==> config.mk <==
export PLATFORM = sky130hd
export DESIGN_NAME = stream_pattern_replace_unit_flat
export DESIGN_NICKNAME = d
export VERILOG_FILES = /design/src/spr_pkg.sv /design/src/spr_if.sv /design/src/stream_pattern_replace_unit.sv /design/src/spr_cmp.sv /design/src/spr_obuf.sv /design/src/flat_wrapper.sv
export SDC_FILE = /design/constraint.sdc
export NUM_CORES = 1
export LEC_CHECK = 0
export ABC_AREA = 1
export CAP_MARGIN = 20
export CORE_ASPECT_RATIO = 0.75
export CORE_MARGIN = 1.5
export CORE_UTILIZATION = 55
export CTS_CLUSTER_SIZE = 40
export DETAILED_ROUTE_END_ITERATION = 8
export DONT_BUFFER_PORTS = 1
export PLACE_DENSITY = 0.7
export SLEW_MARGIN = 20
export SYNTH_ARGS = -nofsm -noshare
export SYNTH_HDL_FRONTEND = slang
export SYNTH_SLANG_ARGS = --single-unit
==> constraint.sdc <==
create_clock -name clk -period 2.7 [get_ports clk]
set_input_delay 0.54 -clock clk [delete_from_list [all_inputs] [get_ports clk]]
set_output_delay 0.54 -clock clk [all_outputs]
set_load 0.01 [all_outputs]
==> src/spr_pkg.sv <==
// Shared types and constants for the stream pattern replace block.
// No dependencies; compile first.
`default_nettype none

package spr_pkg;

  localparam int PATTERN_MAX_DEF = 8;
  localparam int REPLACE_MAX_DEF = 8;

  localparam int CFG_IDX_W  = 2;
  localparam int CFG_DATA_W = 64;
  localparam int CFG_LEN_W  = 4;

  // Configuration register indexes
  localparam logic [CFG_IDX_W-1:0] CFG_PAT_BYTES = 2'd0;
  localparam logic [CFG_IDX_W-1:0] CFG_PAT_LEN   = 2'd1;
  localparam logic [CFG_IDX_W-1:0] CFG_REP_BYTES = 2'd2;
  localparam logic [CFG_IDX_W-1:0] CFG_REP_LEN   = 2'd3;

  typedef struct packed {
    logic [7:0] out_byte;
    logic       byte_valid;
    logic       run_last;
    logic       text_last;
  } result_t;

endpackage

`default_nettype wire

==> src/spr_if.sv <==
// Valid/ready channel interfaces for the input bytes and the result bytes.
// No dependencies.
`default_nettype none

interface spr_in_if;
  logic       valid;
  logic       ready;
  logic       kind;
  logic [7:0] in_byte;

  modport source (output valid, output kind, output in_byte, input ready);
  modport sink   (input valid, input kind, input in_byte, output ready);
endinterface

interface spr_out_if;
  logic       valid;
  logic       ready;
  logic [7:0] out_byte;
  logic       byte_valid;
  logic       run_last;
  logic       text_last;

  modport source (output valid, output out_byte, output byte_valid, output run_last,
                  output text_last, input ready);
  modport sink   (input valid, input out_byte, input byte_valid, input run_last,
                  input text_last, output ready);
endinterface

`default_nettype wire

==> src/stream_pattern_replace_unit.sv <==
// Streaming find-and-replace over a byte text. Each text item is appended to a hold buffer of
// up to PATTERN_MAX bytes; one shared compare unit then checks the held bytes against the
// pattern once per cycle, releasing one leading byte per cycle, as the output register allows,
// until the rest is a proper prefix again, or starting the replacement after a full match.
// The block takes one item at a time and is not ready while it works on a text byte, a
// match's replacement, or an end-of-text item and its held bytes. The one-result-per-cycle
// output register and its downstream ready can add stalls.
`default_nettype none

module stream_pattern_replace_unit #(
  parameter int PATTERN_MAX = spr_pkg::PATTERN_MAX_DEF,
  parameter int REPLACE_MAX = spr_pkg::REPLACE_MAX_DEF
) (
  input  wire logic                            clk,
  input  wire logic                            rst_n,
  input  wire logic                            cfg_we,
  input  wire logic [spr_pkg::CFG_IDX_W-1:0]   cfg_index,
  input  wire logic [spr_pkg::CFG_DATA_W-1:0]  cfg_data,
  spr_in_if.sink                               in_ch,
  spr_out_if.source                            out_ch
);
  import spr_pkg::*;

  localparam int CW  = $clog2(PATTERN_MAX + 1);
  localparam int IW  = (PATTERN_MAX > 1) ? $clog2(PATTERN_MAX) : 1;
  localparam int RCW = $clog2(REPLACE_MAX + 1);
  localparam int RW  = (REPLACE_MAX > 1) ? $clog2(REPLACE_MAX) : 1;

  localparam logic [1:0] ST_IDLE  = 2'd0;
  localparam logic [1:0] ST_SCAN  = 2'd1;
  localparam logic [1:0] ST_REPL  = 2'd2;
  localparam logic [1:0] ST_FLUSH = 2'd3;

  // Configuration registers
  logic [CFG_DATA_W-1:0] pat_bytes_r;
  logic [CFG_LEN_W-1:0]  pat_len_r;
  logic [CFG_DATA_W-1:0] rep_bytes_r;
  logic [CFG_LEN_W-1:0]  rep_len_r;

  always_ff @(posedge clk) begin
    if (!rst_n) begin
      pat_bytes_r <= '0;
      pat_len_r   <= CFG_LEN_W'(1);
      rep_bytes_r <= '0;
      rep_len_r   <= '0;
    end else if (cfg_we) begin
      unique case (cfg_index)
        CFG_PAT_BYTES: pat_bytes_r <= cfg_data;
        CFG_PAT_LEN:   pat_len_r   <= cfg_data[CFG_LEN_W-1:0];
        CFG_REP_BYTES: rep_bytes_r <= cfg_data;
        CFG_REP_LEN:   rep_len_r   <= cfg_data[CFG_LEN_W-1:0];
        default: ;
      endcase
    end
  end

  logic [CW-1:0]  plen_eff;
  logic [RCW-1:0] rlen_eff;

  always_comb begin
    if (pat_len_r == '0) begin
      plen_eff = CW'(1);
    end else if (pat_len_r > CFG_LEN_W'(PATTERN_MAX)) begin
      plen_eff = CW'(PATTERN_MAX);
    end else begin
      plen_eff = CW'(pat_len_r);
    end
    if (rep_len_r > CFG_LEN_W'(REPLACE_MAX)) begin
      rlen_eff = RCW'(REPLACE_MAX);
    end else begin
      rlen_eff = RCW'(rep_len_r);
    end
  end

  // Sequencer state
  logic [1:0]     state_r, state_nxt;
  logic [CW-1:0]  cnt_r, cnt_nxt;
  logic           first_r, first_nxt;
  logic           pend_vld_r, pend_vld_nxt;
  logic [7:0]     pend_byte_r, pend_byte_nxt;
  logic [RCW-1:0] ridx_r, ridx_nxt;
  logic [7:0]     hold_r [PATTERN_MAX];

  logic    in_acc;
  logic    match;
  logic    load, shift;
  logic    push, out_free;
  result_t push_d;
  logic    rep_last;

  assign in_ch.ready = (state_r == ST_IDLE);
  assign in_acc      = in_ch.valid && in_ch.ready;
  assign rep_last    = (RCW'(ridx_r + 1'b1) == rlen_eff);

  spr_cmp #(.PATTERN_MAX(PATTERN_MAX)) u_cmp (
    .buf_i   (hold_r),
    .pat_i   (pat_bytes_r),
    .len_i   (cnt_r),
    .match_o (match)
  );

  spr_obuf u_obuf (
    .clk    (clk),
    .rst_n  (rst_n),
    .push   (push),
    .push_d (push_d),
    .free   (out_free),
    .out_ch (out_ch)
  );

  always_comb begin
    state_nxt     = state_r;
    cnt_nxt       = cnt_r;
    first_nxt     = first_r;
    pend_vld_nxt  = pend_vld_r;
    pend_byte_nxt = pend_byte_r;
    ridx_nxt      = ridx_r;
    load          = 1'b0;
    shift         = 1'b0;
    push          = 1'b0;
    push_d        = '0;
    unique case (state_r)
      ST_IDLE: begin
        if (in_acc) begin
          if (in_ch.kind) begin
            state_nxt = ST_FLUSH;
          end else begin
            load      = 1'b1;
            cnt_nxt   = CW'(cnt_r + 1'b1);
            first_nxt = 1'b1;
            state_nxt = ST_SCAN;
          end
        end
      end
      ST_SCAN: begin
        if (first_r && (cnt_r == plen_eff) && match) begin
          cnt_nxt   = '0;
          ridx_nxt  = '0;
          state_nxt = (rlen_eff == '0) ? ST_IDLE : ST_REPL;
        end else if ((cnt_r != '0) && ((cnt_r >= plen_eff) || !match)) begin
          // release the leading byte; the previous one goes out now that it is not last
          if (!pend_vld_r || out_free) begin
            push          = pend_vld_r;
            push_d        = '{out_byte: pend_byte_r, byte_valid: 1'b1,
                              run_last: 1'b0, text_last: 1'b0};
            pend_vld_nxt  = 1'b1;
            pend_byte_nxt = hold_r[0];
            shift         = 1'b1;
            cnt_nxt       = CW'(cnt_r - 1'b1);
            first_nxt     = 1'b0;
          end
        end else begin
          if (!pend_vld_r || out_free) begin
            push         = pend_vld_r;
            push_d       = '{out_byte: pend_byte_r, byte_valid: 1'b1,
                             run_last: 1'b1, text_last: 1'b0};
            pend_vld_nxt = 1'b0;
            state_nxt    = ST_IDLE;
          end
        end
      end
      ST_REPL: begin
        if (out_free) begin
          push     = 1'b1;
          push_d   = '{out_byte: rep_bytes_r[{ridx_r[RW-1:0], 3'b000} +: 8], byte_valid: 1'b1,
                       run_last: rep_last, text_last: 1'b0};
          ridx_nxt = RCW'(ridx_r + 1'b1);
          if (rep_last) begin
            state_nxt = ST_IDLE;
          end
        end
      end
      ST_FLUSH: begin
        if (out_free) begin
          push = 1'b1;
          if (cnt_r == '0) begin
            // nothing held: bare end mark
            push_d    = '{out_byte: 8'h00, byte_valid: 1'b0, run_last: 1'b1, text_last: 1'b1};
            state_nxt = ST_IDLE;
          end else begin
            push_d  = '{out_byte: hold_r[0], byte_valid: 1'b1,
                        run_last: (cnt_r == CW'(1)), text_last: (cnt_r == CW'(1))};
            shift   = 1'b1;
            cnt_nxt = CW'(cnt_r - 1'b1);
            if (cnt_r == CW'(1)) begin
              state_nxt = ST_IDLE;
            end
          end
        end
      end
      default: state_nxt = ST_IDLE;
    endcase
  end

  always_ff @(posedge clk) begin
    if (!rst_n) begin
      state_r    <= ST_IDLE;
      cnt_r      <= '0;
      first_r    <= 1'b0;
      pend_vld_r <= 1'b0;
      ridx_r     <= '0;
    end else begin
      state_r    <= state_nxt;
      cnt_r      <= cnt_nxt;
      first_r    <= first_nxt;
      pend_vld_r <= pend_vld_nxt;
      ridx_r     <= ridx_nxt;
    end
  end

  always_ff @(posedge clk) begin
    pend_byte_r <= pend_byte_nxt;
  end

  // Hold buffer: append at the fill point, advance by one byte on release
  always_ff @(posedge clk) begin
    if (load) begin
      hold_r[cnt_r[IW-1:0]] <= in_ch.in_byte;
    end else if (shift) begin
      for (int i = 0; i < PATTERN_MAX - 1; i++) begin
        hold_r[i] <= hold_r[i+1];
      end
    end
  end

  a_hold_bound: assert property (@(posedge clk) disable iff (!rst_n)
    (state_r == ST_IDLE) |-> (cnt_r < CW'(PATTERN_MAX)))
    else $error("hold count reached the buffer depth while idle");

  a_pend_scan: assert property (@(posedge clk) disable iff (!rst_n)
    pend_vld_r |-> (state_r == ST_SCAN))
    else $error("pending byte outside a scan");

  a_repl_empty: assert property (@(posedge clk) disable iff (!rst_n)
    (state_r == ST_REPL) |-> (cnt_r == '0))
    else $error("bytes held during replacement");

  a_flush_done: assert property (@(posedge clk) disable iff (!rst_n)
    ((state_r == ST_FLUSH) && (state_nxt == ST_IDLE)) |=> (cnt_r == '0))
    else $error("flush left bytes held");

endmodule

`default_nettype wire

==> src/spr_cmp.sv <==
// Shared prefix compare unit: checks the first len_i held bytes against the pattern.
// Depends on spr_pkg.
`default_nettype none

module spr_cmp #(
  parameter int PATTERN_MAX = spr_pkg::PATTERN_MAX_DEF
) (
  input  wire logic [7:0]                       buf_i [PATTERN_MAX],
  input  wire logic [spr_pkg::CFG_DATA_W-1:0]   pat_i,
  input  wire logic [$clog2(PATTERN_MAX+1)-1:0] len_i,
  output logic                                  match_o
);
  import spr_pkg::*;

  localparam int CW = $clog2(PATTERN_MAX + 1);

  always_comb begin
    match_o = 1'b1;
    for (int i = 0; i < PATTERN_MAX; i++) begin
      if ((CW'(i) < len_i) && (buf_i[i] != pat_i[8*i +: 8])) begin
        match_o = 1'b0;
      end
    end
  end

endmodule

`default_nettype wire

==> src/spr_obuf.sv <==
// Output register for result items: parts the sequencer from the result channel.
// Depends on spr_pkg and spr_if.
`default_nettype none

module spr_obuf (
  input  wire logic             clk,
  input  wire logic             rst_n,
  input  wire logic             push,
  input  wire spr_pkg::result_t push_d,
  output logic                  free,
  spr_out_if.source             out_ch
);
  import spr_pkg::*;

  logic    valid_r;
  result_t data_r;

  assign free = !valid_r || out_ch.ready;

  always_ff @(posedge clk) begin
    if (!rst_n) begin
      valid_r <= 1'b0;
    end else if (free) begin
      valid_r <= push;
    end
  end

  always_ff @(posedge clk) begin
    if (free && push) begin
      data_r <= push_d;
    end
  end

  assign out_ch.valid      = valid_r;
  assign out_ch.out_byte   = data_r.out_byte;
  assign out_ch.byte_valid = data_r.byte_valid;
  assign out_ch.run_last   = data_r.run_last;
  assign out_ch.text_last  = data_r.text_last;

endmodule

`default_nettype wire
==> src/flat_wrapper.sv <==
// flat-port wrapper written by rule: the top's interface ports become plain ports
module stream_pattern_replace_unit_flat import spr_pkg::*;
#(
  parameter int PATTERN_MAX = spr_pkg::PATTERN_MAX_DEF,
  parameter int REPLACE_MAX = spr_pkg::REPLACE_MAX_DEF
)
  (clk, rst_n, cfg_we, cfg_index, cfg_data, in_ch_valid, in_ch_kind, in_ch_in_byte, in_ch_ready, out_ch_valid, out_ch_out_byte, out_ch_byte_valid, out_ch_run_last, out_ch_text_last, out_ch_ready);
  spr_in_if in_ch_i ();
  spr_out_if out_ch_i ();
  input  wire logic clk;
  input  wire logic rst_n;
  input  wire logic cfg_we;
  input  wire logic [spr_pkg::CFG_IDX_W-1:0] cfg_index;
  input  wire logic [spr_pkg::CFG_DATA_W-1:0] cfg_data;
  input wire logic [$bits(in_ch_i.valid)-1:0] in_ch_valid;
  input wire logic [$bits(in_ch_i.kind)-1:0] in_ch_kind;
  input wire logic [$bits(in_ch_i.in_byte)-1:0] in_ch_in_byte;
  output wire logic [$bits(in_ch_i.ready)-1:0] in_ch_ready;
  output wire logic [$bits(out_ch_i.valid)-1:0] out_ch_valid;
  output wire logic [$bits(out_ch_i.out_byte)-1:0] out_ch_out_byte;
  output wire logic [$bits(out_ch_i.byte_valid)-1:0] out_ch_byte_valid;
  output wire logic [$bits(out_ch_i.run_last)-1:0] out_ch_run_last;
  output wire logic [$bits(out_ch_i.text_last)-1:0] out_ch_text_last;
  input wire logic [$bits(out_ch_i.ready)-1:0] out_ch_ready;
  assign in_ch_i.valid = in_ch_valid;
  assign in_ch_i.kind = in_ch_kind;
  assign in_ch_i.in_byte = in_ch_in_byte;
  assign in_ch_ready = in_ch_i.ready;
  assign out_ch_valid = out_ch_i.valid;
  assign out_ch_out_byte = out_ch_i.out_byte;
  assign out_ch_byte_valid = out_ch_i.byte_valid;
  assign out_ch_run_last = out_ch_i.run_last;
  assign out_ch_text_last = out_ch_i.text_last;
  assign out_ch_i.ready = out_ch_ready;
  stream_pattern_replace_unit #(.PATTERN_MAX(PATTERN_MAX), .REPLACE_MAX(REPLACE_MAX)) u_core (.clk(clk), .rst_n(rst_n), .cfg_we(cfg_we), .cfg_index(cfg_index), .cfg_data(cfg_data), .in_ch(in_ch_i), .out_ch(out_ch_i));
endmodule
==> flow_summary.yaml <==
global_route:
  grt_pass1_wl_um: 44200
  grt_pass1_vias: 8249
  overflow: 0
  grt_antenna_before_repair: 0
  grt_max_degree: 145
  grt.total_usage_pct: 28.7
floorplanning:
  start_util_pct: 56.8
  rows: 43
  io_pins: 93
  die_h_um: 123
  die_w_um: 164
  core_mm2: 0.0187
  fp.dieArea_mm2: 0.0202
clock_network:
  numCtsBuffers: 23
  clk_path_buf_depth: 3
  htree_levels: 1
  path_clk_slew_ns: 0.06
  cts_tree: "yes"
  clock_latency_ns: 0.52
  ctsResizeCount: 0
  cts-root-buf: "clkbuf_16"
  cts_sinks: 232
worst_setup_path:
  worstPathArrival_ns: 2.65
  endpoint_kind: "flop"
  required_ns: 2.88
  crit_start: "u_core.pat_len_r[0]"
  r2r_start: "u_core.pat_len_r[0]"
  critical_path_class: "flop to flop"
  critPathMaxFanout: 8
  worstSetupStartpointType: "flop"
place:
  hpwl_um: 20200
  placed_area_mm2: 0.0109
  port_buffers: 0
  gp_congestion: 0.934
  dp_cells: 1515
power_and_ir_drop:
  p_per_area_mw_per_mm2: 944
  intPower_uw: 7240
  switching_share_pct: 33.7
  comb_power_share_pct: 27.3
  p_clk_share_pct: 28.3
  p_leak_uw: 0.00451
  power.switching_uw: 3680
  ir_worst_vdd_mv: 0.499
  pwr-share-seq_pct: 44.4
synth:
  synth_commonest_cells: "247 x nor2_1, 209 x o21ai_0, 202 x nand2_1, 149 x dfxtp_1, 95 x inv_1"
  synth_top_area_cell: "dfxtp_1"
  synth_seq_cells: 232
  synthesis.nets: 1405
  ys_async_sr_fraction_pct: 0
  syn-cell-area_mm2: 0.0106
  synth_cell_types: 41
  synth_top_area_share_pct: 28.0
  ys.flop_type: "dfxtp_1"
  synth-edff-count: 83
  synth_top_cells_by_area: "dfxtp_1 28%, edfxtp_1 23%, o21ai_0 9.8%"
  synth_cells: 1313
  yosysMostFrequentCell: "nor2_1"
  ys_seq_area_share_pct: 51.5
  syn_area_per_cell_um2: 8.10
  ys_warn_count: 0
timing:
  worstMarginPinSlew_ns: 0.771
  max_freq_mhz: 404
  hold_viol: 0
  setup_viol: 0
  finalCritPeriodShare_pct: 91.8
  slew_violations: 0
  grt_setup_unrepaired: "true"
  period_needed_ns: 2.48
  clock_skew_ns: 0.0135
  fin_tns_setup_ns: 0
  relSlewSlack_pct: 48.6
layout:
  drive_gt1_share_pct: 6.49
  antenna_cells: 0
  synthToLayoutAreaGrowth_pct: 8.82
  stdcell_area_mm2: 0.0116
  regArea_mm2: 0.00548
  fin_util_pct: 61.8
  multi_input_area_mm2: 0.00450
  final_nets: 1385
  nFillCells: 1679
  stdcell_count: 1557
run_status:
  status: "complete, no violations"
job:
  cap_violations: 0
hold_path:
  hp-class: "input port to flop"
  min_from: "in_ch_in_byte[6]"
routing:
  ant_nets: 0
  vias: 8831
  wl_per_cell_um: 18.1
  totalWireLength_um: 28200
  first_pass_iters: 5
  drtIter0Drc: 978
  drc_errors: 0
  routed_via_density: 5.67
-- power groups by stage --
stage | logic (uW) | clock network, uW | registers [uW]
6_report | 2980 | 3100 | 4850
5_1_grt | 3360 | 3270 | 4910
4_1_cts | 2960 | 3130 | 4840
3_5_place_dp | 2940 | 0 | 4910
3_3_place_gp | 2910 | 0 | 4900
2_1_floorplan | 2310 | 0 | 4790
-- registers in the layout, summed over array words and instances, names as in the netlist --
name                             flops
u_core.rep_bytes_r                  64
u_core.first_r                       1
u_core.cnt_r                         4
u_core.u_obuf.out_ch.text_last       1
u_core.pend_vld_r                    1
u_core.u_obuf.out_ch.run_last        1
u_core.ridx_r                        4
u_core.state_r                       2
u_core.hold_r                       64
u_core.rep_len_r                     4
u_core.u_obuf.out_ch.out_byte        8
u_core.pat_len_r                     4
u_core.u_obuf.out_ch.byte_valid      1
u_core.pat_bytes_r                  64
u_core.pend_byte_r                   8
u_core.u_obuf.out_ch.valid           1
-- cells in the final DEF, fill, tap and decap left out, drive strengths merged --
master / n
ha: 12
o211ai: 17
clkinv: 10
a22oi: 1
nor2: 250
bufinv: 1
nand3: 37
o22ai: 18
nand4: 11
nand2: 208
a21oi: 72
o211a: 1
buf: 22
clkbuf: 31
xor2: 6
or2: 3
o32ai: 1
inv: 104
nor4: 1
xnor2: 47
o21ai: 211
a211oi: 1
a31oi: 9
dfxtp: 149
edfxtp: 83
nor3: 3
nand3b: 1
-- final cells by class --
type	count	area share (%)
multi-input combinational	910	38.9
timing repair buffer	22	1.53
sequential	232	47.3
tap	247	2.67
clock inverter	11	0.681
inverter	104	3.37
clock buffer	31	5.58
-- logic make-up after synthesis --
group	count (synthesis)	synth area share, %
AND/OR/NAND/NOR	514	19.9
AO/OA/AOI/OAI	331	16.5
flip-flops	232	51.5
adder cells (fa/ha/maj)	12	1.41
XOR/XNOR	53	4.43
buffers and inverters	171	6.29
-- routing by layer --
layer	vias up	global-route usage [%]	routed length, um
met2	380	44.4	12200
met1	4086	39.9	12300
met3	54	7.55	2970
met5	-	0	0
met4	0	8.13	709
li1	4311	-	-
-- stage by stage --
stage | hold WS (ns) | setup WS, ns | total power (uW)
floorplan | 0.429 | 0.0555 | 7090
global placement | 0.441 | 0.329 | 7810
detailed placement | 0.446 | 0.272 | 7860
CTS | 0.110 | 0.252 | 10900
global route | 0.107 | -0.0420 | 11500
finish | 0.113 | 0.222 | 10900
-- worst max-delay path: stages (launching register included) --
cell and delay (ns):
dfxtp_1 0.32, nor3_1 0.22, o21ai_0 0.12, ha_1 0.31, nand4_1 0.13, o211a_1 0.15
nand3_1 0.12, nand3_2 0.10, inv_1 0.07, nand2_1 0.06, nand2_1 0.07, nand2_2 0.13
nand2_1 0.34
-- repair_timing --
action / in CTS / in global routing
buffers inserted: 0 / 0
setup endpoints to repair: 0 / 56
hold buffers: 0 / 0
endpoints found under the hold margin: 0 / 0
-- path summary, 6_finish.rpt --
check / to / slack [ns] / cells after the start
max: u_core.hold_r[54] / 0.22 / 12
max reg2reg: u_core.hold_r[54] / 0.22 / 12
min: u_core.hold_r[6] / 0.11 / 0
min reg2reg: u_core.rep_bytes_r[40] / 0.45 / 2
Note: power is estimated with default switching activity, not from simulation.
